### config.mk
export PLATFORM = sky130hd
export DESIGN_NAME = shuffled_lcg_random_generator
export DESIGN_NICKNAME = d
export VERILOG_FILES = /design/src/rtl/slrg_pkg.sv /design/src/rtl/slrg_ram.sv /design/src/rtl/slrg_lcg.sv /design/src/rtl/shuffled_lcg_random_generator.sv
export SDC_FILE = /design/constraint.sdc
export NUM_CORES = 2
export LEC_CHECK = 0
export ABC_AREA = 1
export BUFFER_PORTS_ARGS = -buffer_cell sky130_fd_sc_hd__buf_4
export CORE_ASPECT_RATIO = 2
export CORE_UTILIZATION = 35
export CTS_CLUSTER_SIZE = 10
export DETAILED_ROUTE_END_ITERATION = 10
export GPL_TIMING_DRIVEN = 0
export PLACE_DENSITY = 0.53
export SKIP_CTS_REPAIR_TIMING = 1
export SLEW_MARGIN = 5
export SYNTH_ARGS = -nofsm -noshare
export SYNTH_HDL_FRONTEND = slang
export SYNTH_SLANG_ARGS = --single-unit
### constraint.sdc
create_clock -name aclk -period 5.9 [get_ports aclk]
set_clock_uncertainty 0.05 [all_clocks]
set_input_delay 0.295 -clock aclk [delete_from_list [all_inputs] [get_ports aclk]]
set_output_delay 0.295 -clock aclk [all_outputs]
set_load 0.01 [all_outputs]
### src/rtl/slrg_pkg.sv
`timescale 1ns / 1ps

package slrg_pkg;

    localparam int TABLE_SIZE = 32;
    localparam int IDX_W      = $clog2(TABLE_SIZE);
    localparam int DATA_W     = 31;
    localparam int MULT_W     = 15;
    localparam int PROD_W     = DATA_W + MULT_W;
    localparam int WARMUP     = TABLE_SIZE + 8;
    localparam int CNT_W      = $clog2(WARMUP);

    localparam logic [MULT_W-1:0] LCG_MULT = MULT_W'(16807);
    localparam logic [DATA_W-1:0] LCG_MOD  = {DATA_W{1'b1}};
    localparam logic [DATA_W-1:0] SLOT_DIV =
        DATA_W'(1 + (2147483647 - 1) / TABLE_SIZE);

    typedef enum logic [2:0] {
        ST_IDLE,
        ST_INIT_MUL,
        ST_INIT_RED,
        ST_DRAW_MUL,
        ST_DRAW_RED
    } state_t;

endpackage

### src/rtl/slrg_ram.sv
`timescale 1ns / 1ps

module slrg_ram #(
    parameter int WIDTH = 8,
    parameter int DEPTH = 16
) (
    input  logic                       clk,
    input  logic                       wr_en,
    input  logic [$clog2(DEPTH)-1:0]   wr_addr,
    input  logic [WIDTH-1:0]           wr_data,
    input  logic                       rd_en,
    input  logic [$clog2(DEPTH)-1:0]   rd_addr,
    output logic [WIDTH-1:0]           rd_data
);

    logic [WIDTH-1:0] mem [DEPTH];
    logic [WIDTH-1:0] rd_data_reg;

    always_ff @(posedge clk) begin
        if (wr_en) begin
            mem[wr_addr] <= wr_data;
        end
        if (rd_en) begin
            rd_data_reg <= mem[rd_addr];
        end
    end

    assign rd_data = rd_data_reg;

endmodule

### src/rtl/slrg_lcg.sv
`timescale 1ns / 1ps

module slrg_lcg (
    input  logic                        clk,
    input  logic                        load,
    input  logic [slrg_pkg::DATA_W-1:0] x,
    output logic [slrg_pkg::DATA_W-1:0] result
);

    import slrg_pkg::*;

    logic [PROD_W-1:0] prod_reg;
    logic [DATA_W:0]   fold;

    always_ff @(posedge clk) begin
        if (load) begin
            prod_reg <= PROD_W'(x) * PROD_W'(LCG_MULT);
        end
    end

    // 2^31 == 1 mod (2^31-1): fold high part onto low part, one correction
    always_comb begin
        fold = {1'b0, prod_reg[DATA_W-1:0]} + (DATA_W+1)'(prod_reg[PROD_W-1:DATA_W]);
        if (fold >= {1'b0, LCG_MOD}) begin
            result = DATA_W'(fold - {1'b0, LCG_MOD});
        end else begin
            result = fold[DATA_W-1:0];
        end
    end

endmodule

### src/rtl/shuffled_lcg_random_generator.sv
`timescale 1ns / 1ps

// Minimal standard generator (x * 16807 mod 2^31-1) behind a 32-entry
// Bays-Durham shuffle table. Each transfer on the s_ side yields one value
// in 1 .. 2^31-2 on the m_ side. The first request after reset, and any
// request with restart set, first reloads the generator from seed (0 or
// 2^31-1 act as 1) and fills the table. Timing is set by the shared
// multiply-and-fold unit, which registers the product in one state and
// folds it in the next for each generator step: a plain draw holds
// s_tready low through its multiply and reduce states, a draw with
// initialization also through 40 warmup steps. A finished value waits in
// the output register while the next request is taken; a draw stalls on
// its last cycle only if that register is still full. The seed is written
// over cfg_* and takes effect at the next initialization.
module shuffled_lcg_random_generator (
    input  logic        aclk,
    input  logic        aresetn,
    input  logic        s_tvalid,
    output logic        s_tready,
    input  logic [7:0]  s_tdata,   // [0] restart, [7:1] zero
    output logic        m_tvalid,
    input  logic        m_tready,
    output logic [31:0] m_tdata,   // [30:0] value, [31] zero
    input  logic        cfg_valid,
    output logic        cfg_ready,
    input  logic [30:0] cfg_data
);

    import slrg_pkg::*;

    state_t state_reg, state_next;

    logic [DATA_W-1:0] seed_reg, seed_next;
    logic [DATA_W-1:0] lcg_reg, lcg_next;
    logic [DATA_W-1:0] last_reg, last_next;
    logic [CNT_W-1:0]  cnt_reg, cnt_next;
    logic              init_pending_reg, init_pending_next;
    logic              m_tvalid_reg, m_tvalid_next;
    logic [DATA_W-1:0] out_reg, out_next;

    logic              s_xfer;
    logic              out_free;
    logic [DATA_W-1:0] seed_fixed;
    logic [DATA_W-1:0] step_val;
    logic [DATA_W-1:0] slot_full;
    logic [IDX_W-1:0]  slot;
    logic              mul_load;
    logic              ram_wr_en;
    logic [IDX_W-1:0]  ram_wr_addr;
    logic [DATA_W-1:0] ram_wr_data;
    logic              ram_rd_en;
    logic [DATA_W-1:0] ram_rd_data;

    assign s_tready  = (state_reg == ST_IDLE);
    assign s_xfer    = s_tvalid && s_tready;
    assign cfg_ready = 1'b1;
    assign m_tvalid  = m_tvalid_reg;
    assign m_tdata   = {1'b0, out_reg};
    assign out_free  = !m_tvalid_reg || m_tready;

    assign seed_fixed = (seed_reg == '0 || seed_reg == LCG_MOD) ? DATA_W'(1) : seed_reg;

    assign slot_full = last_reg / SLOT_DIV;
    assign slot      = (slot_full >= DATA_W'(TABLE_SIZE)) ? IDX_W'(TABLE_SIZE - 1)
                                                           : slot_full[IDX_W-1:0];

    slrg_lcg u_lcg (
        .clk    (aclk),
        .load   (mul_load),
        .x      (lcg_reg),
        .result (step_val)
    );

    slrg_ram #(
        .WIDTH (DATA_W),
        .DEPTH (TABLE_SIZE)
    ) u_table (
        .clk     (aclk),
        .wr_en   (ram_wr_en),
        .wr_addr (ram_wr_addr),
        .wr_data (ram_wr_data),
        .rd_en   (ram_rd_en),
        .rd_addr (slot),
        .rd_data (ram_rd_data)
    );

    // next state
    always_comb begin
        state_next = state_reg;
        unique case (state_reg)
            ST_IDLE: begin
                if (s_xfer) begin
                    state_next = (s_tdata[0] || init_pending_reg) ? ST_INIT_MUL : ST_DRAW_MUL;
                end
            end
            ST_INIT_MUL: state_next = ST_INIT_RED;
            ST_INIT_RED: begin
                state_next = (cnt_reg == '0) ? ST_DRAW_MUL : ST_INIT_MUL;
            end
            ST_DRAW_MUL: state_next = ST_DRAW_RED;
            ST_DRAW_RED: begin
                if (out_free) begin
                    state_next = ST_IDLE;
                end
            end
            default: state_next = ST_IDLE;
        endcase
    end

    // datapath and control outputs
    always_comb begin
        seed_next         = seed_reg;
        lcg_next          = lcg_reg;
        last_next         = last_reg;
        cnt_next          = cnt_reg;
        init_pending_next = init_pending_reg;
        m_tvalid_next     = m_tvalid_reg;
        out_next          = out_reg;
        mul_load          = 1'b0;
        ram_wr_en         = 1'b0;
        ram_wr_addr       = cnt_reg[IDX_W-1:0];
        ram_wr_data       = step_val;
        ram_rd_en         = 1'b0;

        if (cfg_valid && cfg_ready) begin
            seed_next = cfg_data;
        end
        if (m_tvalid_reg && m_tready) begin
            m_tvalid_next = 1'b0;
        end

        unique case (state_reg)
            ST_IDLE: begin
                if (s_xfer && (s_tdata[0] || init_pending_reg)) begin
                    lcg_next          = seed_fixed;
                    cnt_next          = CNT_W'(WARMUP - 1);
                    init_pending_next = 1'b0;
                end
            end
            ST_INIT_MUL: begin
                mul_load = 1'b1;
            end
            ST_INIT_RED: begin
                lcg_next = step_val;
                // only the last TABLE_SIZE warmup steps land in the table
                ram_wr_en = (cnt_reg < CNT_W'(TABLE_SIZE));
                if (cnt_reg == '0) begin
                    last_next = step_val;
                end else begin
                    cnt_next = cnt_reg - CNT_W'(1);
                end
            end
            ST_DRAW_MUL: begin
                mul_load  = 1'b1;
                ram_rd_en = 1'b1;
            end
            ST_DRAW_RED: begin
                // prod and read data hold while the output register is full
                if (out_free) begin
                    lcg_next      = step_val;
                    last_next     = ram_rd_data;
                    out_next      = ram_rd_data;
                    m_tvalid_next = 1'b1;
                    ram_wr_en     = 1'b1;
                    ram_wr_addr   = slot;
                end
            end
            default: begin
            end
        endcase
    end

    always_ff @(posedge aclk) begin
        if (!aresetn) begin
            state_reg        <= ST_IDLE;
            seed_reg         <= DATA_W'(1);
            lcg_reg          <= DATA_W'(1);
            last_reg         <= '0;
            cnt_reg          <= '0;
            init_pending_reg <= 1'b1;
            m_tvalid_reg     <= 1'b0;
        end else begin
            state_reg        <= state_next;
            seed_reg         <= seed_next;
            lcg_reg          <= lcg_next;
            last_reg         <= last_next;
            cnt_reg          <= cnt_next;
            init_pending_reg <= init_pending_next;
            m_tvalid_reg     <= m_tvalid_next;
        end
    end

    always_ff @(posedge aclk) begin
        out_reg <= out_next;
    end

endmodule

=== Yosys cells after proc, flatten, opt, wreduce, memory -nomap -nowiden ===
Memories as Yosys holds them, arrays and structs flattened. A register that Yosys moved wholly into a read port is not among the register bits.
Cells that the tools add are included.

* Flip-flop bits (word level): 181
* Bits in writable memories: 992
* Input port bits: 44
* Output and inout port bits: 35
* Logic and storage cells: 75
* Memories: 1

* Add/subtract/negate cells: 3
* $mul: 1
* $lt $le $gt $ge: 3
* Eq/ne operators: 10
* Multiplexer cells: 28
* Reductions and logical operators: 20

{| class="wikitable"
|+ Memory list
! name !! depth !! bits a word !! read ports !! clocked after memory_dff !! wr ports !! RTL line !! source
|-
| u_table.mem || 32 || 31 || 1 || 1 || 1 || slrg_ram.sv:16 || <nowiki>logic [WIDTH-1:0] mem [DEPTH];</nowiki>
|}

{| class="wikitable"
|+ Operator list
! cell !! number
|-
| 31-bit two-way mux || 6
|-
| 31-bit one-hot mux with 3 select lines || 1
|-
| 31-bit one-hot mux with 2 select lines || 1
|-
| 31-bit by 15-bit multiplier with 46-bit output (second input constant) || 1
|-
| 31-bit by 15-bit adder with 32-bit output || 1
|-
| 32-bit by 31-bit >= comparator with 1-bit output (second input constant) || 1
|-
| 31-bit equality test (second input constant) || 1
|-
| 31-bit zero test || 1
|-
| 31-bit subtractor (second input constant) || 1
|-
| 5-bit two-way mux || 3
|-
| 3-bit one-hot mux with 5 select lines || 1
|-
| 6-bit two-way mux || 2
|-
| 6-bit one-hot mux with 2 select lines || 1
|-
| 3-bit AND reduction || 3
|-
| 1-bit two-way mux || 8
|-
| 3-bit by 2-bit equality test with 1-bit output (second input constant) || 2
|-
| 5-bit by 6-bit >= comparator with 1-bit output (second input constant) || 1
|-
| 6-bit zero test || 1
|-
| 6-bit < comparator (second input constant) || 1
|-
| 3-bit two-way mux || 2
|-
| 2-bit != test (second input constant) || 3
|-
| 2-bit AND reduction || 3
|-
| 6-bit by 1-bit subtractor with 6-bit output (second input constant) || 1
|-
| 2-bit two-way mux || 2
|-
| other kinds (11) || 17
|}

=== Logic depth before layout (Yosys ltp) ===
* Depth in word-level cells: 6
* Gate-level depth with buffers: 28
* Depth with buffers taken out: 28

=== Modules after synthesis ===
Synthesis repeated with hierarchy kept, for this count alone.

* Cell total of the unflattened synthesis: 5634
* Area total of the unflattened synthesis: 57824.2 um^2

{| class="wikitable"
|+ By module, submodules not included
! module !! instances !! cells each !! area each (um^2) !! seq. area each (um^2)
|-
| slrg_ram || 1 || 3426 || 40990.6 || 30719.5
|-
| slrg_lcg || 1 || 1556 || 11940.2 || 1381.3
|-
| shuffled_lcg_random_generator || 1 || 652 || 4893.4 || 2492.4
|}

=== Worst setup path before layout ===
No wires, ideal clock.

* Kind: reg2reg
* Start: register lcg_reg[18]
* End: register u_lcg.prod_reg[38] (data pin)
* Library setup time: 0.258 ns
* Arrival time: 5.248 ns
* Data required time: 5.592 ns
* Setup slack: 0.343 ns
* Cell stages (with the launch flop): 25
* Path buffers: 0
* Period minus slack after synthesis: 5.557 ns
* Path through: dfxtp_1 > inv_1 > fa_1 > inv_1 > ha_1 > inv_1 > fa_1 > inv_1 > fa_1 > fa_1 > inv_1 > fa_1 > inv_1 > ha_1 > nand2_1 > nor2_1 > inv_1 > nor3_1 > and3_1 > a21oi_1 > o21ai_0 > nand2_1 > o21ai_0 > a21oi_1 > xnor2_1

* Cells in the longest elaborated chain, start to end: 1

{| class="wikitable"
|+ Ends and longest elaborated chain
! what !! RTL line !! source
|-
| start: declaration || shuffled_lcg_random_generator.sv:34 || <nowiki>logic [DATA_W-1:0] lcg_reg, lcg_next;</nowiki>
|-
| start signal: assignment || shuffled_lcg_random_generator.sv:185 || <nowiki>lcg_reg <= lcg_next;</nowiki>
|-
| 31-bit by 15-bit multiplier with 46-bit output || slrg_lcg.sv:17 || <nowiki>prod_reg <= PROD_W'(x) * PROD_W'(LCG_MULT);</nowiki>
|-
| end signal: assignment || slrg_lcg.sv:17 ||
|-
| end: declaration || slrg_lcg.sv:12 || <nowiki>logic [PROD_W-1:0] prod_reg;</nowiki>
|}

Every way passes these cells.
A chain may end at the register's enable or synchronous reset.

=== Worst setup path after layout ===
* Start: register lcg_reg[20]
* End: register u_lcg.prod_reg[38] (data pin)

The elaborated chain is that of the path after synthesis.

==> metrics.cfg <==
[detailed_routing]
drtIter0Drc = 3726
drc = 0
firstDrtPassIters = 6
vias = 40900
via_per_inst = 5.63
ant_nets = 0
totalWireLength_um = 219000
routedWlPerCell_um = 30.1

[timing]
period_share_pct = 98.0
hold_violations = 0
max_slew_margin_pct = -3.78
setup_ws_ns = 0.115
tightest_slew_ns = 1.54
max_freq_mhz = 173
period_needed_ns = 5.78
rsz0062_at_grt = yes
tns_ns = 0
timing.hold.ws_ns = 0.000729
drv_slew = 6
setup_viol = 0

[die]
dieArea_um2 = 160000
rows = 206
fp.dieH_um = 564
start_util_pct = 35.2
die_x_um = 283
io_pins = 79
coreArea_um2 = 157000

[setup_path]
critPathLaunch = lcg_reg[20]$_SDFFE_PN0P_
cp_max_fo = 6
r2r-end = u_lcg.prod_reg[38]$_DFFE_PP_
crit_path_end_kind = flop
r2r_cells = 25
worstPathArrival_ns = 6.30
r2r_slack_ns = 0.12
cp.required_ns = 6.41
start_kind = flop
criticalPathCategory = flop to flop
rr_startpoint = lcg_reg[20]$_SDFFE_PN0P_
crit_path_end = u_lcg.prod_reg[38]$_DFFE_PP_

[placement]
gp_congestion = 0.992
post-dp-hpwl_um = 163000
portBuffers = 68
dp_slack_ns = -0.912
place_area_um2 = 60400

[finish]
area_delta_synth_final_pct = 18.5
fin_nets = 5522
largest_reg_flops = 992
fin_area_um2 = 65600
drive_gt1_share_pct = 10.7
fillers = 15000
final_util_pct = 41.7

[synthesis]
yosysSeqAreaShare_pct = 62.5
yosysTopAreaCell = edfxtp_1
async_reset_ff_share_pct = 0
syn_inst = 4784
syn_nets = 5167
synth_warnings = 0
yosysTopAreaCellShare_pct = 59.7
syn_avg_cell_area_um2 = 11.6
synth_edf_count = 1100
synth-seq-cells = 1178
synth_area_um2 = 55400
synth_common_cells = 1,100 x edfxtp_1, 770 x nor2_1, 647 x o21ai_0
synth_flop_cell = edfxtp_1
synth.area.top_cells = edfxtp_1 60%, o21ai_0 5.9%, nor2_1 5.2%
synth_most_common_cell = edfxtp_1
synth_cell_types = 50

[run_status]
outcome = finished, violations left
violations = capacitance limit, slew limit

[power_and_ir_drop]
comb_power_share_pct = 47.9
p_seq_share_pct = 31.6
p_sw_share_pct = 41.2
p_int_w = 0.0223
vdd_drop_max_uv = 462
p_leak_nw = 23.7
p_clk_share_pct = 20.5
p_switching_w = 0.0157
p_per_area_nw_per_um2 = 580

[grt]
grt_pass1_wl_um = 302000
grt_util_all_layers_pct = 27.0
grt-ovfl-total = 0
grt_pass1_vias = 41400
grt_max_degree = 36
grt_antenna_before_repair = 9

[clocking]
cts_tree = done
htree_levels = 4
clock_path_buffers = 4
cts.sinks = 1178
clk_latency_ns = 0.79
cts_made_buffers = 145
root_buffer = clkbuf_16
clk_pin_slew_worst_paths_ns = 0.06

[min_path]
hold_class = input port to flop

[job]
maxCapViolations = 3

## cells by family after synthesis
kind of cell,count (synthesis),share of synthesized area (%)
buffers and inverters,721,4.95
AOI/OAI and AO/OA,1129,12.1
and+or+nand+nor,1359,10.0
other,2,0.0136
adders and majority gates,339,9.48
xor gates and xnor gates,56,0.886
DFF,1178,62.5
## layer usage
metal | up-vias | wire length (um) | track usage, % | share of wire (%)
li1 | 17800 | - | - | -
met1 | 20300 | 67000 | 25.3 | 31
met2 | 2025 | 115000 | 50.6 | 53
met3 | 757 | 13800 | 3.83 | 6.3
met4 | 2 | 22700 | 23.9 | 10
met5 | - | 13 | 0 | 0.0059
## worst min-delay path by stage
stage                                             from                   endpoint  slack, ns  cells past startpoint
final                                          aresetn  seed_reg[15]$_SDFFE_PN0P_     0.0007                      3
after detailed placement  u_table.rd_data[9]$_DFFE_PN_       out_reg[9]$_DFFE_PP_       0.35                      0
after floorplan           u_table.rd_data[0]$_DFFE_PN_       out_reg[0]$_DFFE_PP_       0.35                      0
after global placement    u_table.rd_data[3]$_DFFE_PN_       out_reg[3]$_DFFE_PP_       0.35                      0
after CTS                                 cfg_data[25]  seed_reg[25]$_SDFFE_PN0P_      -0.32                      3
after global routing                           aresetn  seed_reg[15]$_SDFFE_PN0P_       0.02                      3
## worst max-delay path, cell delays in order, from the launching register on
cell,delay [ns]
dfxtp_4,0.43
clkinvlp_4,0.17
fa_1,0.56
inv_1,0.04
ha_1,0.27
inv_2,0.04
fa_1,0.49
inv_1,0.05
fa_1,0.47
fa_1,0.51
inv_2,0.04
fa_1,0.49
inv_2,0.05
ha_4,0.30
nand2_8,0.06
nor2_4,0.10
inv_2,0.06
nor3_4,0.16
nand2_1,0.08
o211ai_1,0.12
a21oi_2,0.12
o21ai_2,0.20
nand2_2,0.13
o21ai_4,0.21
a21oi_2,0.10
xnor2_2,0.27
## cells in the final DEF (no fill, tap or decap), drive strengths merged, types with 37 or more instances in the layout
cell | synthesis | final
a21oi | 108 | 108
a31oi | 59 | 59
buf | 13 | 172
clkbuf | 231 | 404
dfxtp | 78 | 78
dlygate4sd3 | 0 | 49
edfxtp | 1100 | 1100
fa | 134 | 134
ha | 205 | 205
inv | 472 | 465
nand2 | 361 | 361
nand3 | 127 | 127
nand4 | 41 | 41
nor2 | 781 | 781
o21ai | 664 | 664
o221ai | 175 | 175
o22ai | 74 | 74
xor2 | 37 | 37
## through the flow
stage / cells / total power (W)
3_5_place_dp: 6999 / 0.0280
6_report: 7258 / 0.0380
4_1_cts: 7180 / 0.0357
3_3_place_gp: 6932 / 0.0269
2_1_floorplan: 4784 / 0.0210
5_1_grt: 7254 / 0.0398
## power by group through the flow
stage	Sequential (W)	Clock (W)	Combinational [W]
after floorplan	0.0120	0	0.00895
after global placement	0.0124	0	0.0145
final	0.0120	0.00779	0.0182
after global routing	0.0120	0.00810	0.0197
after detailed placement	0.0122	0	0.0158
after CTS	0.0120	0.00782	0.0159
## area by class of cell
class	instances	area, um^2	area share, %
tap	2080	2600	3.97
antenna	5	12.5	0.0191
timing repair buffer	209	2630	4.00
buffer	243	946	1.44
clock inverter	8	76.3	0.116
inverter	477	1820	2.78
clock buffer	173	3780	5.76
multi-input combinational	2885	19000	29.0
sequential	1178	34700	52.9
(Power assumes the default switching activity.)
